===== src/design/ritoa_pkg.sv =====
`default_nettype none

package ritoa_pkg;

    localparam logic [5:0] RADIX_MIN   = 6'd2;
    localparam logic [5:0] RADIX_MAX   = 6'd36;
    localparam logic [5:0] RADIX_RESET = 6'd10;
    localparam logic [5:0] TEN_DIGIT   = 6'h0A;
    localparam logic [5:0] NINE_DIGIT  = 6'd9;
    localparam logic [6:0] ASCII_ZERO  = 7'h30;
    localparam logic [6:0] ASCII_A     = 7'h41;

    typedef enum logic [2:0] {
        ST_IDLE,
        ST_DIV,
        ST_STORE,
        ST_EMIT_RD,
        ST_EMIT_LD
    } t_state;

    // controller -> datapath
    typedef struct packed {
        logic load;
        logic div_step;
        logic store;
        logic rd;
        logic emit;
    } t_cmd;

    // datapath -> controller
    typedef struct packed {
        logic div_last;
        logic q_zero;
        logic cnt_full;
        logic cnt_one;
        logic out_free;
    } t_status;

    function automatic logic [5:0] clamp_radix(input logic [5:0] r);
        logic [5:0] res;
        res = r;
        if (r < RADIX_MIN) begin
            res = RADIX_MIN;
        end else if (r > RADIX_MAX) begin
            res = RADIX_MAX;
        end
        return res;
    endfunction

    function automatic logic [6:0] digit_to_ascii(input logic [5:0] d);
        logic [6:0] res;
        if (d <= NINE_DIGIT) begin
            res = {1'b0, d} + ASCII_ZERO;
        end else begin
            res = {1'b0, d - TEN_DIGIT} + ASCII_A;
        end
        return res;
    endfunction

endpackage

`default_nettype wire


===== src/design/radix_integer_to_ascii.sv =====
`default_nettype none
// Converts one value per input transfer into ASCII digits, most significant first.
// Each digit comes from the bit-serial restoring radix divider and is written to the
// digit store; each character is read from the store and loaded into the output register,
// which waits while the output is stalled. A new value is accepted only once the last
// character of the previous item has been loaded into the output register.
// Synchronous active-low reset clears control state and sets radix 10; store not cleared.

module radix_integer_to_ascii #(
    parameter int VALUE_WIDTH = 32,
    parameter int MAX_DIGITS  = 32
) (
    input  wire                                i_clk,
    input  wire                                i_rst_n,
    input  wire                                i_cfg_valid,
    output logic                               o_cfg_ready,
    input  wire  [5:0]                         i_cfg_data,      // radix
    input  wire                                i_s_axis_tvalid,
    output logic                               o_s_axis_tready,
    input  wire  [((VALUE_WIDTH+7)/8)*8-1:0]   i_s_axis_tdata,  // value
    output logic                               o_m_axis_tvalid,
    input  wire                                i_m_axis_tready,
    output logic [7:0]                         o_m_axis_tdata,  // ascii_char, zero pad
    output logic                               o_m_axis_tlast   // last_digit
);

    ritoa_pkg::t_cmd    cmd;
    ritoa_pkg::t_status status;
    logic [6:0]         out_char;

    assign o_cfg_ready = 1'b1;

    ritoa_ctrl u_ctrl (
        .i_clk      (i_clk),
        .i_rst_n    (i_rst_n),
        .i_in_valid (i_s_axis_tvalid),
        .o_in_ready (o_s_axis_tready),
        .i_status   (status),
        .o_cmd      (cmd)
    );

    ritoa_dp #(
        .VALUE_WIDTH (VALUE_WIDTH),
        .MAX_DIGITS  (MAX_DIGITS)
    ) u_dp (
        .i_clk       (i_clk),
        .i_rst_n     (i_rst_n),
        .i_cmd       (cmd),
        .o_status    (status),
        .i_value     (i_s_axis_tdata[VALUE_WIDTH-1:0]),
        .i_cfg_valid (i_cfg_valid),
        .i_cfg_data  (i_cfg_data),
        .o_out_valid (o_m_axis_tvalid),
        .i_out_ready (i_m_axis_tready),
        .o_out_char  (out_char),
        .o_out_last  (o_m_axis_tlast)
    );

    assign o_m_axis_tdata = {1'b0, out_char};

endmodule

`default_nettype wire


===== src/design/ritoa_ctrl.sv =====
`default_nettype none

module ritoa_ctrl (
    input  wire                  i_clk,
    input  wire                  i_rst_n,
    input  wire                  i_in_valid,
    output logic                 o_in_ready,
    input  ritoa_pkg::t_status   i_status,
    output ritoa_pkg::t_cmd      o_cmd
);

    ritoa_pkg::t_state r_state, n_state;

    always_ff @(posedge i_clk) begin
        if (!i_rst_n) begin
            r_state <= ritoa_pkg::ST_IDLE;
        end else begin
            r_state <= n_state;
        end
    end

    always_comb begin
        n_state = r_state;
        case (r_state)
            ritoa_pkg::ST_IDLE: begin
                if (i_in_valid) n_state = ritoa_pkg::ST_DIV;
            end
            ritoa_pkg::ST_DIV: begin
                if (i_status.div_last) n_state = ritoa_pkg::ST_STORE;
            end
            ritoa_pkg::ST_STORE: begin
                if (!i_status.q_zero && !i_status.cnt_full) begin
                    n_state = ritoa_pkg::ST_DIV;
                end else begin
                    n_state = ritoa_pkg::ST_EMIT_RD;
                end
            end
            ritoa_pkg::ST_EMIT_RD: begin
                n_state = ritoa_pkg::ST_EMIT_LD;
            end
            ritoa_pkg::ST_EMIT_LD: begin
                if (i_status.out_free) begin
                    n_state = i_status.cnt_one ? ritoa_pkg::ST_IDLE : ritoa_pkg::ST_EMIT_RD;
                end
            end
            default: n_state = ritoa_pkg::ST_IDLE;
        endcase
    end

    always_comb begin
        o_in_ready = 1'b0;
        o_cmd      = '0;
        case (r_state)
            ritoa_pkg::ST_IDLE: begin
                o_in_ready = 1'b1;
                o_cmd.load = i_in_valid;
            end
            ritoa_pkg::ST_DIV:     o_cmd.div_step = 1'b1;
            ritoa_pkg::ST_STORE:   o_cmd.store    = 1'b1;
            ritoa_pkg::ST_EMIT_RD: o_cmd.rd       = 1'b1;
            ritoa_pkg::ST_EMIT_LD: o_cmd.emit     = i_status.out_free;
            default: begin
                o_in_ready = 1'b0;
                o_cmd      = '0;
            end
        endcase
    end

`ifndef NO_ASSERTIONS
    a_at_most_one_cmd: assert property (@(posedge i_clk) disable iff (!i_rst_n)
        $onehot0(o_cmd))
        else $error("ritoa_ctrl: more than one datapath command");
`endif

endmodule

`default_nettype wire


===== src/design/ritoa_dp.sv =====
`default_nettype none

module ritoa_dp #(
    parameter int VALUE_WIDTH = 32,
    parameter int MAX_DIGITS  = 32
) (
    input  wire                     i_clk,
    input  wire                     i_rst_n,
    input  ritoa_pkg::t_cmd         i_cmd,
    output ritoa_pkg::t_status      o_status,
    input  wire [VALUE_WIDTH-1:0]   i_value,
    input  wire                     i_cfg_valid,
    input  wire [5:0]               i_cfg_data,
    output logic                    o_out_valid,
    input  wire                     i_out_ready,
    output logic [6:0]              o_out_char,
    output logic                    o_out_last
);

    localparam int BW = $clog2(VALUE_WIDTH);
    localparam int CW = $clog2(MAX_DIGITS + 1);
    localparam int AW = $clog2(MAX_DIGITS);

    logic [5:0]             r_radix;
    logic [VALUE_WIDTH-1:0] r_dvd;
    logic [5:0]             r_rem;
    logic [BW-1:0]          r_bit;
    logic [CW-1:0]          r_cnt;
    logic [6:0]             r_mem [MAX_DIGITS];
    logic [6:0]             r_rd_data;
    logic                   r_out_valid;
    logic [6:0]             r_out_char;
    logic                   r_out_last;

    logic [6:0]    n_trial;
    logic          n_qbit;
    logic [6:0]    n_diff;
    logic [CW-1:0] n_rd_idx;

    // one restoring division step: shift in the next dividend bit, try to subtract
    always_comb begin
        n_trial = {r_rem, r_dvd[VALUE_WIDTH-1]};
        n_diff  = n_trial - {1'b0, r_radix};
        n_qbit  = (n_trial >= {1'b0, r_radix});
    end

    assign n_rd_idx = r_cnt - CW'(1);

    always_ff @(posedge i_clk) begin
        if (!i_rst_n) begin
            r_radix <= ritoa_pkg::RADIX_RESET;
        end else if (i_cfg_valid) begin
            r_radix <= ritoa_pkg::clamp_radix(i_cfg_data);
        end
    end

    always_ff @(posedge i_clk) begin
        if (!i_rst_n) begin
            r_dvd <= '0;
            r_rem <= '0;
            r_bit <= '0;
            r_cnt <= '0;
        end else begin
            if (i_cmd.load) begin
                r_dvd <= i_value;
                r_rem <= '0;
                r_bit <= '0;
                r_cnt <= '0;
            end else if (i_cmd.div_step) begin
                r_dvd <= {r_dvd[VALUE_WIDTH-2:0], n_qbit};
                r_rem <= n_qbit ? n_diff[5:0] : n_trial[5:0];
                r_bit <= r_bit + BW'(1);
            end else if (i_cmd.store) begin
                r_rem <= '0;
                r_bit <= '0;
                r_cnt <= r_cnt + CW'(1);
            end else if (i_cmd.emit) begin
                r_cnt <= n_rd_idx;
            end
        end
    end

    always_ff @(posedge i_clk) begin
        if (i_cmd.store) begin
            r_mem[r_cnt[AW-1:0]] <= ritoa_pkg::digit_to_ascii(r_rem);
        end
        if (i_cmd.rd) begin
            r_rd_data <= r_mem[n_rd_idx[AW-1:0]];
        end
    end

    always_ff @(posedge i_clk) begin
        if (!i_rst_n) begin
            r_out_valid <= 1'b0;
        end else if (i_cmd.emit) begin
            r_out_valid <= 1'b1;
        end else if (i_out_ready) begin
            r_out_valid <= 1'b0;
        end
    end

    always_ff @(posedge i_clk) begin
        if (i_cmd.emit) begin
            r_out_char <= r_rd_data;
            r_out_last <= (r_cnt == CW'(1));
        end
    end

    always_comb begin
        o_status.div_last = (r_bit == BW'(VALUE_WIDTH - 1));
        o_status.q_zero   = (r_dvd == '0);
        o_status.cnt_full = (r_cnt == CW'(MAX_DIGITS - 1));
        o_status.cnt_one  = (r_cnt == CW'(1));
        o_status.out_free = !r_out_valid || i_out_ready;
    end

    assign o_out_valid = r_out_valid;
    assign o_out_char  = r_out_char;
    assign o_out_last  = r_out_last;

`ifndef NO_ASSERTIONS
    a_store_in_range: assert property (@(posedge i_clk) disable iff (!i_rst_n)
        i_cmd.store |-> (r_cnt < CW'(MAX_DIGITS)))
        else $error("ritoa_dp: digit store overflow");
    a_read_nonempty: assert property (@(posedge i_clk) disable iff (!i_rst_n)
        (i_cmd.rd || i_cmd.emit) |-> (r_cnt != '0))
        else $error("ritoa_dp: read from empty digit store");
    a_emit_not_overwrite: assert property (@(posedge i_clk) disable iff (!i_rst_n)
        i_cmd.emit |-> (!r_out_valid || i_out_ready))
        else $error("ritoa_dp: output register overwritten before transfer");
    a_rem_below_radix: assert property (@(posedge i_clk) disable iff (!i_rst_n)
        $past(i_cmd.div_step) |-> (r_rem < r_radix))
        else $error("ritoa_dp: partial remainder not below radix");
`endif

endmodule

`default_nettype wire

===== config.mk =====
export PLATFORM = sky130hd
export DESIGN_NAME = radix_integer_to_ascii
export DESIGN_NICKNAME = d
export VERILOG_FILES = /design/src/design/ritoa_pkg.sv /design/src/design/radix_integer_to_ascii.sv /design/src/design/ritoa_ctrl.sv /design/src/design/ritoa_dp.sv
export SDC_FILE = /design/constraint.sdc
export NUM_CORES = 1
export LEC_CHECK = 0
export BUFFER_PORTS_ARGS = -buffer_cell sky130_fd_sc_hd__buf_2
export CAP_MARGIN = 25
export CORE_ASPECT_RATIO = 0.8
export CORE_MARGIN = 2
export CORE_UTILIZATION = 55
export DETAILED_ROUTE_END_ITERATION = 10
export PLACE_DENSITY = 0.74
export SYNTH_ARGS = -nofsm -noshare
export SYNTH_HDL_FRONTEND = slang
export SYNTH_SLANG_ARGS = --single-unit

===== constraint.sdc =====
create_clock -name i_clk -period 3.1 [get_ports i_clk]
set_input_delay 0.62 -clock i_clk [delete_from_list [all_inputs] [get_ports i_clk]]
set_output_delay 0.62 -clock i_clk [all_outputs]
set_load 0.005 [all_outputs]

==> impl_metrics.prom, run 1 <==
# TYPE chip_impl_metric gauge
chip_impl_info{name="outcome",value="completed"} 1
chip_impl_metric{name="cts-root-to-sink-buffers",unit=""} 3
chip_impl_metric{name="wirelength",unit="um"} 27600
chip_impl_metric{name="finalSetupViolations",unit=""} 0
chip_impl_info{name="min-delay-path-class",value="in -> reg"} 1
chip_impl_metric{name="number_of_enable_flip_flop_cells_after_synthesis",unit=""} 239
chip_impl_metric{name="drtAntennaViolNets",unit=""} 0
chip_impl_metric{name="drt_first_iter_violations",unit=""} 847
chip_impl_info{name="crit-reg2reg-capture",value="u_dp.r_rd_data[5]"} 1
chip_impl_metric{name="crit_buf_inv",unit=""} 2
chip_impl_metric{name="max_clock_freq",unit="GHz"} 0.372
chip_impl_metric{name="fp.dieH",unit="um"} 140
chip_impl_metric{name="vias_per_cell",unit=""} 5.99
chip_impl_metric{name="synth.ff_latch_count",unit=""} 298
chip_impl_metric{name="vias_in_the_first_global_route",unit=""} 7561
chip_impl_metric{name="ratio_of_final_minimum_period_to_clock_period",unit=""} 0.868
chip_impl_metric{name="placedInstanceArea",unit="sq mm"} 0.0136
chip_impl_metric{name="placeableCoreArea",unit="sq mm"} 0.0226
chip_impl_metric{name="asyncSetResetFlopFracSynth",unit=""} 0
chip_impl_metric{name="place.gp.congestion",unit=""} 0.855
chip_impl_metric{name="fin_util",unit=""} 0.647
chip_impl_metric{name="critical_path_depth",unit=""} 6
chip_impl_metric{name="warnings_synthesis",unit=""} 0
chip_impl_metric{name="design_area",unit="sq mm"} 0.0146
chip_impl_info{name="worst_setup_path_end_kind",value="register"} 1
chip_impl_metric{name="synth_area",unit="sq mm"} 0.0127
chip_impl_info{name="clock-root-buffer",value="sky130_fd_sc_hd__clkbuf_16"} 1
chip_impl_metric{name="track_usage",unit=""} 0.232
chip_impl_metric{name="drive_gt1_frac",unit=""} 0.232
chip_impl_metric{name="r2r.worst_path.cells",unit=""} 6
chip_impl_metric{name="chipWidth",unit="um"} 174
chip_impl_metric{name="drcViolationCount",unit=""} 0
chip_impl_metric{name="report.final.slew_viol_count",unit=""} 0
chip_impl_metric{name="fill_cells",unit=""} 1625
chip_impl_metric{name="setup_tns",unit="ps"} 0
chip_impl_info{name="worstSetupStartpoint",value="u_dp.r_cnt[1]"} 1
chip_impl_info{name="critPathTopFamily",value="compound AO/OA/AOI/OAI gates"} 1
chip_impl_info{name="synth-main-ff-cell",value="sky130_fd_sc_hd__edfxtp_1"} 1
chip_impl_metric{name="h_tree_levels",unit=""} 1
chip_impl_metric{name="cap_viol_max_count",unit=""} 0
chip_impl_metric{name="antenna_violations_before_repair",unit=""} 0
chip_impl_metric{name="netlist-cell-type-count",unit=""} 60
chip_impl_metric{name="hold_viol",unit=""} 0
chip_impl_metric{name="clk_pin_slew_worst_paths",unit="ps"} 60
chip_impl_metric{name="finalWorstPathRequiredPeriod",unit="ps"} 2690
chip_impl_metric{name="post_synthesis_net_count",unit=""} 933
chip_impl_metric{name="place_ws",unit="ps"} 528
chip_impl_metric{name="p_total",unit="mW"} 8.87
chip_impl_metric{name="buffers_inserted_during_post_cts_setup_optimization",unit=""} 0
chip_impl_metric{name="syn-mean-instance-area",unit="sq um"} 14.6
chip_impl_metric{name="boundaryPins",unit=""} 55
chip_impl_metric{name="synthCells",unit=""} 870
chip_impl_metric{name="nets",unit=""} 1019
chip_impl_metric{name="grt_max_degree",unit=""} 45
chip_impl_info{name="critPathCapture",value="u_dp.r_rd_data[5]"} 1
chip_impl_metric{name="routed-via-count",unit=""} 7687
chip_impl_metric{name="num_antenna_cells",unit=""} 0
chip_impl_metric{name="design.die.area",unit="sq mm"} 0.0244
chip_impl_metric{name="cts_sinks",unit=""} 298
chip_impl_metric{name="cp_slowest_stage_delay",unit="ps"} 630
chip_impl_metric{name="wire_per_inst",unit="um"} 21.5
chip_impl_metric{name="grt_pass1_wl",unit="um"} 43300
chip_impl_metric{name="worst_ep_arrival_time",unit="ps"} 2940
chip_impl_metric{name="ir_worst_vdd",unit="uV"} 470
chip_impl_metric{name="normalized_max_slew_margin",unit=""} 0.396
chip_impl_metric{name="seq_area_frac_synth",unit=""} 0.656
chip_impl_info{name="tritoncts",value="done"} 1
chip_impl_metric{name="finClkSkew",unit="ps"} 29.9
chip_impl_info{name="crit_path_start_kind",value="register"} 1
chip_impl_metric{name="num_rows",unit=""} 49
chip_impl_metric{name="worst_ep_required_time",unit="ps"} 3350
chip_impl_metric{name="ff2ff_setup_slack",unit="ps"} 410
chip_impl_metric{name="drt-pass1-iter-count",unit=""} 5
chip_impl_metric{name="postLayoutSetupSlackWorst",unit="ps"} 408
chip_impl_info{name="cp_slowest_cell",value="sky130_fd_sc_hd__a211oi_1"} 1
chip_impl_metric{name="place.detailed.hpwl",unit="um"} 18000
chip_impl_metric{name="cts_resized",unit=""} 0
chip_impl_metric{name="cts_buffers",unit=""} 29
chip_impl_info{name="path_class",value="reg -> reg"} 1
chip_impl_metric{name="p_leak",unit="nW"} 5.26
chip_impl_info{name="rsz0062_at_grt",value="false"} 1
chip_impl_metric{name="port_buffers",unit=""} 52
chip_impl_info{name="cp_cell_sequence",value="inv_1 -> ha_2 -> buf_4 -> mux4_2 -> a211oi_1 -> a311oi_1"} 1
chip_impl_metric{name="insertion_delay",unit="ps"} 550
chip_impl_metric{name="globalRoute.totalOverflow",unit=""} 0
chip_impl_metric{name="start_util",unit=""} 0.563
chip_impl_info{name="regToRegStartpoint",value="u_dp.r_cnt[1]"} 1
chip_impl_info{name="layout_common_cells",value="sky130_fd_sc_hd__edfxtp_1, sky130_fd_sc_hd__nand2_1, sky130_fd_sc_hd__nor2_1"} 1
chip_impl_metric{name="cellPowerDensity",unit="mW/mm^2"} 607
chip_impl_metric{name="worst_pin_slew",unit="ps"} 899
chip_impl_metric{name="crit_fanout",unit=""} 9
chip_impl_metric{name="cts.hold.buffers_added",unit=""} 0
chip_impl_metric{name="synthToLayoutAreaGrowth",unit="%"} 14.8
chip_impl_info{name="most_common_cell_after_layout_fill_and_taps_aside",value="sky130_fd_sc_hd__edfxtp_1"} 1
[cells by family after synthesis]
logic type / after synthesis / synth area share
fa+ha+maj: 20 / 0.0202
simple gates: 230 / 0.0842
flops: 298 / 0.656
buf+inv: 70 / 0.0237
mux: 70 / 0.110
compound gates: 158 / 0.0892
xor+xnor: 22 / 0.0157
other cells: 2 / 0.000590
[metrics by stage]
stage | cells | hold WS, ps
global placement | 1231 | 448
finish | 1283 | 373
CTS | 1283 | 358
global route | 1283 | 372
floorplan | 870 | 400
detailed placement | 1231 | 464
[report_power, final]
part	total, mW	switching, mW	internal (mW)
Sequential	4.47	0.0602	4.41
Clock	3.63	1.45	2.18
Combinational	0.771	0.470	0.301
Total	8.87	1.98	6.89
[worst min-delay path, stage by stage]
cell	delay, ps
sky130_fd_sc_hd__buf_2	110
sky130_fd_sc_hd__inv_1	50
sky130_fd_sc_hd__a31oi_1	70
[cell type report]
class                      instances  area, sq um  area share
tap                              306          383      0.0262
timing repair buffer             106          691      0.0472
clock inverter                    15          210      0.0144
inverter                          19         71.3     0.00488
clock buffer                      37          776      0.0530
sequential                       298         8360       0.572
multi-input combinational        502         4140       0.283
[how the worst min path moves through the flow]
stage                       from            endpoint  slack [ps]  cells after the start
5_1_grt            i_cfg_data[2]     u_dp.r_radix[2]         370                      3
3_5_place_dp   u_dp.r_rd_data[0]  u_dp.o_out_char[0]         460                      0
3_3_place_gp   u_dp.r_rd_data[2]  u_dp.o_out_char[2]         450                      0
4_1_cts            i_cfg_data[2]     u_dp.r_radix[2]         360                      3
2_1_floorplan  u_dp.r_rd_data[0]  u_dp.o_out_char[0]         400                      0
6_report           i_cfg_data[2]     u_dp.r_radix[2]         370                      3
[sequential cells by signal, indices dropped and copies added (netlist names)]
signal / count
u_dp.o_out_last: 1
u_dp.r_rem: 6
u_dp.r_bit: 5
u_ctrl.r_state: 3
u_dp.r_dvd: 32
u_dp.r_cnt: 6
u_dp.o_out_valid: 1
u_dp.r_radix: 6
u_dp.r_rd_data: 7
u_dp.r_mem: 224
u_dp.o_out_char: 7
[per-layer routing]
layer,routed length (um),vias up,track usage,part of all wire
met2,12300,296,0.346,0.45
met3,2310,42,0.0467,0.084
met4,518,0,0.0504,0.019
li1,-,3517,-,-
met1,12400,3832,0.356,0.45
met5,0,-,0,0
[Yosys cell counts (all sizes together) (6+ instances only)]
| master | instances | area (sq um) |
|---|---|---|
| mux4 | 56 | 1260 |
| and2 | 12 | 75.1 |
| a311oi | 7 | 61.3 |
| xnor2 | 17 | 149 |
| buf | 24 | 129 |
| nor2b | 6 | 37.5 |
| mux2i | 12 | 120 |
| a211oi | 11 | 87.6 |
| nor2 | 61 | 231 |
| a21boi | 37 | 278 |
| nand4 | 7 | 43.8 |
| edfxtp | 239 | 7180 |
| nor4 | 8 | 50.1 |
| nor3 | 7 | 35.0 |
| dfxtp | 59 | 1180 |
| ha | 19 | 238 |
| a21oi | 19 | 95.1 |
| a22oi | 35 | 263 |
| nand2 | 94 | 353 |
| nand3 | 9 | 45.0 |
| inv | 19 | 71.3 |
| o21ai | 17 | 85.1 |
| a32o | 7 | 70.1 |
| clkbuf | 27 | 101 |
Note: power is estimated with default switching activity, not from simulation.
==> run 2, diff against run 1 <==
--- a/config.mk
+++ b/config.mk
@@ -7,11 +7,13 @@
 export LEC_CHECK = 0
 export BUFFER_PORTS_ARGS = -buffer_cell sky130_fd_sc_hd__buf_2
 export CAP_MARGIN = 25
+export CELL_PAD_IN_SITES_DETAIL_PLACEMENT = 0
+export CELL_PAD_IN_SITES_GLOBAL_PLACEMENT = 2
 export CORE_ASPECT_RATIO = 0.8
 export CORE_MARGIN = 2
-export CORE_UTILIZATION = 55
+export CORE_UTILIZATION = 48
 export DETAILED_ROUTE_END_ITERATION = 10
-export PLACE_DENSITY = 0.74
+export PLACE_DENSITY = 0.83
 export SYNTH_ARGS = -nofsm -noshare
 export SYNTH_HDL_FRONTEND = slang
 export SYNTH_SLANG_ARGS = --single-unit
==> constraint.sdc (replaced) <==
create_clock -name i_clk -period 3.3 [get_ports i_clk]
set_input_delay 0.66 -clock i_clk [delete_from_list [all_inputs] [get_ports i_clk]]
set_output_delay 0.66 -clock i_clk [all_outputs]
set_load 0.005 [all_outputs]
==> run 2 against run 1 <==
  * First-iteration DRC count decreased by 11%
  * Final cell count increased by 2.5%
  * Sequential cell count did not move
  * Highest routed layer unchanged
  * Routed wire length rose by 5.1%
  * Register-to-register slack improved by 290 ps
  * Combinational power fell by 5.1%
  * Critical path depth fell by 2
  * Hold slack improved by 21 ps
  * Clock power decreased by 8.0%
  * Die area is 14% higher
==> impl_metrics.prom, run 2 (synthesis gave the netlist of run 1 again) <==
# TYPE chip_impl_metric gauge
chip_impl_metric{name="finClkSkew",unit="ps"} 11.0
chip_impl_metric{name="h_tree_levels",unit=""} 1
chip_impl_info{name="tritoncts",value="done"} 1
chip_impl_info{name="worst_setup_path_end_kind",value="register"} 1
chip_impl_metric{name="port_buffers",unit=""} 52
chip_impl_metric{name="synthToLayoutAreaGrowth",unit="%"} 13.9
chip_impl_metric{name="finalSetupViolations",unit=""} 0
chip_impl_info{name="most_common_cell_after_layout_fill_and_taps_aside",value="sky130_fd_sc_hd__edfxtp_1"} 1
chip_impl_metric{name="wire_per_inst",unit="um"} 22.0
chip_impl_metric{name="insertion_delay",unit="ps"} 540
chip_impl_info{name="rsz0062_at_grt",value="false"} 1
chip_impl_metric{name="drt_first_iter_violations",unit=""} 756
chip_impl_metric{name="antenna_violations_before_repair",unit=""} 0
chip_impl_info{name="layout_common_cells",value="sky130_fd_sc_hd__edfxtp_1, sky130_fd_sc_hd__nand2_1, sky130_fd_sc_hd__nor2_1"} 1
chip_impl_metric{name="fp.dieH",unit="um"} 150
chip_impl_metric{name="routed-via-count",unit=""} 7706
chip_impl_metric{name="drt-pass1-iter-count",unit=""} 5
chip_impl_metric{name="place.gp.congestion",unit=""} 0.804
chip_impl_metric{name="vias_in_the_first_global_route",unit=""} 7567
chip_impl_metric{name="ff2ff_setup_slack",unit="ps"} 700
chip_impl_metric{name="fill_cells",unit=""} 2078
chip_impl_metric{name="vias_per_cell",unit=""} 5.86
chip_impl_info{name="min-delay-path-class",value="in -> reg"} 1
chip_impl_metric{name="cellPowerDensity",unit="mW/mm^2"} 570
chip_impl_metric{name="grt_max_degree",unit=""} 45
chip_impl_metric{name="worst_ep_arrival_time",unit="ps"} 2760
chip_impl_info{name="path_class",value="reg -> reg"} 1
chip_impl_metric{name="placeableCoreArea",unit="sq mm"} 0.0262
chip_impl_metric{name="hold_ws",unit="ps"} 394
chip_impl_info{name="outcome",value="completed"} 1
chip_impl_metric{name="clk_pin_slew_worst_paths",unit="ps"} 70
chip_impl_metric{name="design.die.area",unit="sq mm"} 0.0279
chip_impl_info{name="crit-reg2reg-capture",value="u_dp.r_mem[29][2]"} 1
chip_impl_metric{name="report.final.slew_viol_count",unit=""} 0
chip_impl_metric{name="worst_pin_slew",unit="ps"} 1060
chip_impl_metric{name="max_clock_freq",unit="GHz"} 0.385
chip_impl_info{name="worstHoldStart",value="i_cfg_data[2]"} 1
chip_impl_metric{name="drtAntennaViolNets",unit=""} 0
chip_impl_metric{name="normalized_max_slew_margin",unit=""} 0.291
chip_impl_metric{name="cts_sinks",unit=""} 298
chip_impl_metric{name="grtUsageMet1",unit=""} 0.323
chip_impl_metric{name="worst_hold_path.num_cells",unit=""} 3
chip_impl_metric{name="place_ws",unit="ps"} 749
chip_impl_metric{name="wirelength",unit="um"} 29000
chip_impl_metric{name="setup_tns",unit="ps"} 0
chip_impl_metric{name="cts-root-to-sink-buffers",unit=""} 3
chip_impl_info{name="regToRegStartpoint",value="u_ctrl.r_state[2]"} 1
chip_impl_metric{name="crit_fanout",unit=""} 12
chip_impl_metric{name="design_area",unit="sq mm"} 0.0145
chip_impl_info{name="crit_path_start_kind",value="register"} 1
chip_impl_metric{name="p_total",unit="mW"} 8.27
chip_impl_metric{name="drive_gt1_frac",unit=""} 0.217
chip_impl_metric{name="p_leak",unit="nW"} 5.14
chip_impl_metric{name="place.detailed.hpwl",unit="um"} 19200
chip_impl_metric{name="chipWidth",unit="um"} 186
chip_impl_metric{name="cts.hold.buffers_added",unit=""} 0
chip_impl_metric{name="cts_buffers",unit=""} 29
chip_impl_metric{name="worst_ep_required_time",unit="ps"} 3460
chip_impl_metric{name="buffers_inserted_during_post_cts_setup_optimization",unit=""} 0
chip_impl_metric{name="num_antenna_cells",unit=""} 0
chip_impl_metric{name="finalWorstPathRequiredPeriod",unit="ps"} 2600
chip_impl_metric{name="globalRoute.totalOverflow",unit=""} 0
chip_impl_info{name="hold-path-endpoint",value="u_dp.r_radix[2]"} 1
chip_impl_metric{name="hold_viol",unit=""} 0
chip_impl_metric{name="met3_usage",unit=""} 0.0487
chip_impl_metric{name="num_rows",unit=""} 53
chip_impl_metric{name="drcViolationCount",unit=""} 0
chip_impl_metric{name="grtUsageMet2",unit=""} 0.324
chip_impl_metric{name="r2r.worst_path.cells",unit=""} 4
chip_impl_info{name="clock-root-buffer",value="sky130_fd_sc_hd__clkbuf_16"} 1
chip_impl_metric{name="start_util",unit=""} 0.486
chip_impl_metric{name="ratio_of_final_minimum_period_to_clock_period",unit=""} 0.788
chip_impl_metric{name="cts_resized",unit=""} 0
chip_impl_metric{name="largest_register_ffs",unit=""} 224
chip_impl_metric{name="grt_pass1_wl",unit="um"} 44800
chip_impl_metric{name="ir_worst_vdd",unit="uV"} 390
chip_impl_metric{name="postLayoutSetupSlackWorst",unit="ps"} 701
chip_impl_metric{name="cap_viol_max_count",unit=""} 0
chip_impl_metric{name="boundaryPins",unit=""} 55
chip_impl_metric{name="nets",unit=""} 999
chip_impl_info{name="busiest_layer",value="met2"} 1
chip_impl_metric{name="placedInstanceArea",unit="sq mm"} 0.0136
chip_impl_metric{name="track_usage",unit=""} 0.213
==> run 2: cell count changes in the layout (fill, tap and decap cells not counted) <==
cell,before,now
sky130_fd_sc_hd__clkinvlp_4,0,2
sky130_fd_sc_hd__clkinv_1,4,3
sky130_fd_sc_hd__clkinv_2,4,6
sky130_fd_sc_hd__clkinv_8,1,0
sky130_fd_sc_hd__clkbuf_8,2,1
sky130_fd_sc_hd__buf_4,52,32
sky130_fd_sc_hd__bufinv_16,5,4
sky130_fd_sc_hd__clkinv_4,1,0
sky130_fd_sc_hd__inv_6,0,1
sky130_fd_sc_hd__clkbuf_1,6,7
==> run 2: power breakdown <==
| group | switching, mW | internal (mW) |
|---|---|---|
| sequential | 0.0582 | 4.14 |
| combinational | 0.443 | 0.288 |
| clock | 1.38 | 1.95 |
| total | 1.89 | 6.38 |
==> run 2: worst max-delay path: stages, from the launching register on <==
cell,delay (ps)
sky130_fd_sc_hd__dfxtp_1,440
sky130_fd_sc_hd__nor3b_2,290
sky130_fd_sc_hd__buf_4,210
sky130_fd_sc_hd__nand2_1,330
sky130_fd_sc_hd__nor2_1,930
==> run 2: layout make-up <==
class                           instances  area (sq um)  share of cell area
Clock inverter                         16           185              0.0128
Clock buffer                           37           766              0.0528
Inverter                               19          71.3             0.00492
Tap cell                              357           447              0.0308
Multi-Input combinational cell        502          4140               0.285
Timing Repair Buffer                   86           541              0.0373
Sequential cell                       298          8360               0.576
==> run 2: per-stage QoR <==
step                      utilization  std cells
after floorplan                     -        870
after global placement          0.518       1262
after detailed placement        0.518       1262
after CTS                       0.554       1315
after global routing            0.554       1315
final                           0.554       1315
==> run 2: worst max-delay path by stage <==
stage / slack (ps) / end / from / cells after the start
floorplan: 380 / u_dp.r_mem[0][2] / u_dp.r_rem[4] / 5
global placement: 800 / u_dp.r_rd_data[5] / u_dp.r_cnt[0] / 5
CTS: 740 / u_dp.r_rd_data[4] / u_dp.r_cnt[0] / 5
detailed placement: 750 / u_dp.r_rd_data[5] / u_dp.r_cnt[0] / 5
finish: 700 / u_dp.r_mem[29][2] / u_ctrl.r_state[2] / 4
global route: 590 / u_dp.r_rd_data[4] / u_dp.r_cnt[0] / 5
==> run 2: per-layer routing <==
metal  up-vias  wire [um]
met5         -          0
met4         0        300
met3        27       2170
met2       247      13200
met1      3954      13300
li1       3478          -
==> run 3, diff against run 2 <==
--- a/config.mk
+++ b/config.mk
@@ -11,9 +11,9 @@
 export CELL_PAD_IN_SITES_GLOBAL_PLACEMENT = 2
 export CORE_ASPECT_RATIO = 0.8
 export CORE_MARGIN = 2
-export CORE_UTILIZATION = 48
+export CORE_UTILIZATION = 45
 export DETAILED_ROUTE_END_ITERATION = 10
-export PLACE_DENSITY = 0.83
+export PLACE_DENSITY = 0.78
 export SYNTH_ARGS = -nofsm -noshare
 export SYNTH_HDL_FRONTEND = slang
 export SYNTH_SLANG_ARGS = --single-unit
==> constraint.sdc (replaced) <==
create_clock -name i_clk -period 2.5 [get_ports i_clk]
set_input_delay 0.5 -clock i_clk [delete_from_list [all_inputs] [get_ports i_clk]]
set_output_delay 0.5 -clock i_clk [all_outputs]
set_load 0.005 [all_outputs]
==> run 3 against run 2 <==
  * Sequential power increased by 32%
  * Sequential share of layout area decreased by 1.5 points
  * Critical endpoint is now u_dp.r_rd_data[5]
  * Clock skew is 3.2 ps higher
==> impl_metrics.prom, run 3 (synthesis gave the netlist of run 1 again) <==
# TYPE chip_impl_metric gauge
chip_impl_metric{name="hold_ws",unit="ps"} 219
chip_impl_metric{name="grt_pass1_wl",unit="um"} 44300
chip_impl_metric{name="wire_per_inst",unit="um"} 20.4
chip_impl_metric{name="nets",unit=""} 1045
chip_impl_metric{name="drtAntennaViolNets",unit=""} 0
chip_impl_metric{name="fin_util",unit=""} 0.530
chip_impl_metric{name="num_rows",unit=""} 55
chip_impl_metric{name="track_usage",unit=""} 0.195
chip_impl_metric{name="cts_buffers",unit=""} 30
chip_impl_metric{name="port_buffers",unit=""} 52
chip_impl_metric{name="placeableCoreArea",unit="sq mm"} 0.0281
chip_impl_metric{name="antenna_violations_before_repair",unit=""} 0
chip_impl_info{name="path_class",value="reg -> reg"} 1
chip_impl_info{name="worstHoldStart",value="i_cfg_data[2]"} 1
chip_impl_metric{name="wirelength",unit="um"} 28000
chip_impl_info{name="worst_setup_path_end_kind",value="register"} 1
chip_impl_metric{name="placedCellCount",unit=""} 1320
chip_impl_metric{name="insertion_delay",unit="ps"} 550
chip_impl_metric{name="cts_resized",unit=""} 0
chip_impl_metric{name="clk_pin_slew_worst_paths",unit="ps"} 60
chip_impl_metric{name="worst_ep_arrival_time",unit="ps"} 2550
chip_impl_metric{name="largest_register_ffs",unit=""} 224
chip_impl_metric{name="fp.dieH",unit="um"} 154
chip_impl_info{name="hold-path-endpoint",value="u_dp.r_radix[2]"} 1
chip_impl_metric{name="design.die.area",unit="sq mm"} 0.0297
chip_impl_metric{name="place.detailed.hpwl",unit="um"} 18600
chip_impl_metric{name="cellPowerDensity",unit="mW/mm^2"} 729
chip_impl_metric{name="drive_gt1_frac",unit=""} 0.247
chip_impl_metric{name="ratio_of_final_minimum_period_to_clock_period",unit=""} 0.914
chip_impl_metric{name="worst_ep_required_time",unit="ps"} 2760
chip_impl_metric{name="buffers_inserted_during_post_cts_setup_optimization",unit=""} 0
chip_impl_info{name="rsz0062_at_grt",value="false"} 1
chip_impl_metric{name="finClkSkew",unit="ps"} 14.2
chip_impl_metric{name="setup_tns",unit="ps"} 0
chip_impl_metric{name="cts_sinks",unit=""} 298
chip_impl_metric{name="drt-pass1-iter-count",unit=""} 4
chip_impl_metric{name="synthToLayoutAreaGrowth",unit="%"} 16.8
chip_impl_metric{name="cts.hold.buffers_added",unit=""} 0
chip_impl_metric{name="p_leak",unit="nW"} 5.37
chip_impl_info{name="min-delay-path-class",value="in -> reg"} 1
chip_impl_metric{name="drcViolationCount",unit=""} 0
chip_impl_metric{name="ir_worst_vdd",unit="uV"} 612
chip_impl_metric{name="hold_viol",unit=""} 0
chip_impl_metric{name="finalWorstPathRequiredPeriod",unit="ps"} 2290
chip_impl_metric{name="max_clock_freq",unit="GHz"} 0.438
chip_impl_metric{name="drt_first_iter_violations",unit=""} 606
chip_impl_metric{name="start_util",unit=""} 0.454
chip_impl_metric{name="routed-via-count",unit=""} 7542
chip_impl_info{name="clock-root-buffer",value="sky130_fd_sc_hd__clkbuf_16"} 1
chip_impl_metric{name="normalized_max_slew_margin",unit=""} 0.513
chip_impl_info{name="most_common_cell_after_layout_fill_and_taps_aside",value="sky130_fd_sc_hd__edfxtp_1"} 1
chip_impl_info{name="layout_common_cells",value="sky130_fd_sc_hd__edfxtp_1, sky130_fd_sc_hd__nand2_1, sky130_fd_sc_hd__buf_4"} 1
chip_impl_info{name="outcome",value="completed"} 1
chip_impl_metric{name="worst_pin_slew",unit="ps"} 727
chip_impl_metric{name="r2r.worst_path.cells",unit=""} 7
chip_impl_metric{name="crit_fanout",unit=""} 16
chip_impl_metric{name="ff2ff_setup_slack",unit="ps"} 210
chip_impl_info{name="tritoncts",value="done"} 1
chip_impl_metric{name="place.gp.congestion",unit=""} 0.782
chip_impl_metric{name="h_tree_levels",unit=""} 1
chip_impl_metric{name="num_antenna_cells",unit=""} 0
chip_impl_info{name="crit_path_start_kind",value="register"} 1
chip_impl_metric{name="worst_hold_path.num_cells",unit=""} 3
chip_impl_metric{name="fin_cells",unit=""} 1374
chip_impl_metric{name="report.final.slew_viol_count",unit=""} 0
chip_impl_metric{name="cts-root-to-sink-buffers",unit=""} 3
chip_impl_metric{name="chipWidth",unit="um"} 192
chip_impl_metric{name="grt_max_degree",unit=""} 45
chip_impl_metric{name="fill_cells",unit=""} 2343
chip_impl_metric{name="globalRoute.totalOverflow",unit=""} 0
chip_impl_metric{name="vias_per_cell",unit=""} 5.49
chip_impl_metric{name="vias_in_the_first_global_route",unit=""} 7669
chip_impl_info{name="regToRegStartpoint",value="u_dp.r_cnt[0]"} 1
chip_impl_metric{name="boundaryPins",unit=""} 55
chip_impl_metric{name="finalSetupViolations",unit=""} 0
chip_impl_info{name="crit-reg2reg-capture",value="u_dp.r_rd_data[5]"} 1
chip_impl_metric{name="cap_viol_max_count",unit=""} 0
run 3: cell types whose count changed in the layout (fill, tap and decap cells not counted):
cell / previous run / this run
sky130_fd_sc_hd__buf_4: 32 / 74
sky130_fd_sc_hd__clkinv_1: 3 / 9
sky130_fd_sc_hd__clkinv_2: 6 / 1
sky130_fd_sc_hd__buf_12: 2 / 4
sky130_fd_sc_hd__clkinvlp_2: 0 / 2
sky130_fd_sc_hd__clkinvlp_4: 2 / 0
sky130_fd_sc_hd__buf_8: 0 / 1
sky130_fd_sc_hd__bufinv_16: 4 / 3
sky130_fd_sc_hd__clkbuf_16: 29 / 30
sky130_fd_sc_hd__clkbuf_8: 1 / 0
sky130_fd_sc_hd__clkinv_8: 0 / 1
run 3: per-stage QoR:
| step | area, sq um | total power, mW | setup WS, ps |
|---|---|---|---|
| after floorplan | 12800 | 6.28 | -226 |
| after global placement | 13900 | 6.65 | 92.0 |
| after detailed placement | 13900 | 6.66 | 191 |
| after CTS | 14900 | 10.9 | 196 |
| after global routing | 14900 | 11.3 | 65.0 |
| final | 14900 | 10.8 | 215 |
run 3: worst max path at each step:
stage	start	end	slack (ps)	cells past startpoint
final	u_dp.r_cnt[0]	u_dp.r_rd_data[5]	210	7
after global routing	u_dp.r_rem[2]	u_dp.r_rem[3]	60	7
after CTS	u_dp.r_cnt[0]	u_dp.r_rd_data[5]	200	7
after detailed placement	u_dp.r_cnt[0]	u_dp.r_rd_data[5]	190	7
after global placement	u_dp.r_rem[1]	u_dp.r_mem[4][6]	90	7
after floorplan	u_dp.r_rem[0]	u_dp.r_mem[0][6]	-230	5
run 3: cell type report:
| class | count | area [sq um] | share of cell area |
|---|---|---|---|
| Inverter | 19 | 71.3 | 0.00479 |
| Multi-Input combinational cell | 502 | 4140 | 0.278 |
| Tap cell | 370 | 463 | 0.0311 |
| Sequential cell | 298 | 8360 | 0.562 |
| Timing Repair Buffer | 131 | 911 | 0.0612 |
| Clock buffer | 37 | 777 | 0.0522 |
| Clock inverter | 17 | 164 | 0.0110 |
run 3: metal layers:
metal,up-vias,part of all wire,GRT usage
met5,-,0,0
met4,0,0.019,0.0433
met3,38,0.041,0.0261
met2,148,0.44,0.295
met1,3784,0.50,0.302
li1,3572,-,-
run 3: power breakdown:
part           switching [mW]  leakage, nW  internal, mW
sequential             0.0666         2.98          5.47
clock                    1.79        0.450          2.50
combinational           0.617         1.93         0.403
run 3: worst max-delay path, cell delays in order, from the launching register on:
cell and delay, ps:
sky130_fd_sc_hd__dfxtp_4 350, sky130_fd_sc_hd__inv_1 80, sky130_fd_sc_hd__ha_2 370, sky130_fd_sc_hd__buf_4 280
sky130_fd_sc_hd__mux4_2 350, sky130_fd_sc_hd__and2_1 190, sky130_fd_sc_hd__a211oi_1 280, sky130_fd_sc_hd__a311oi_1 80
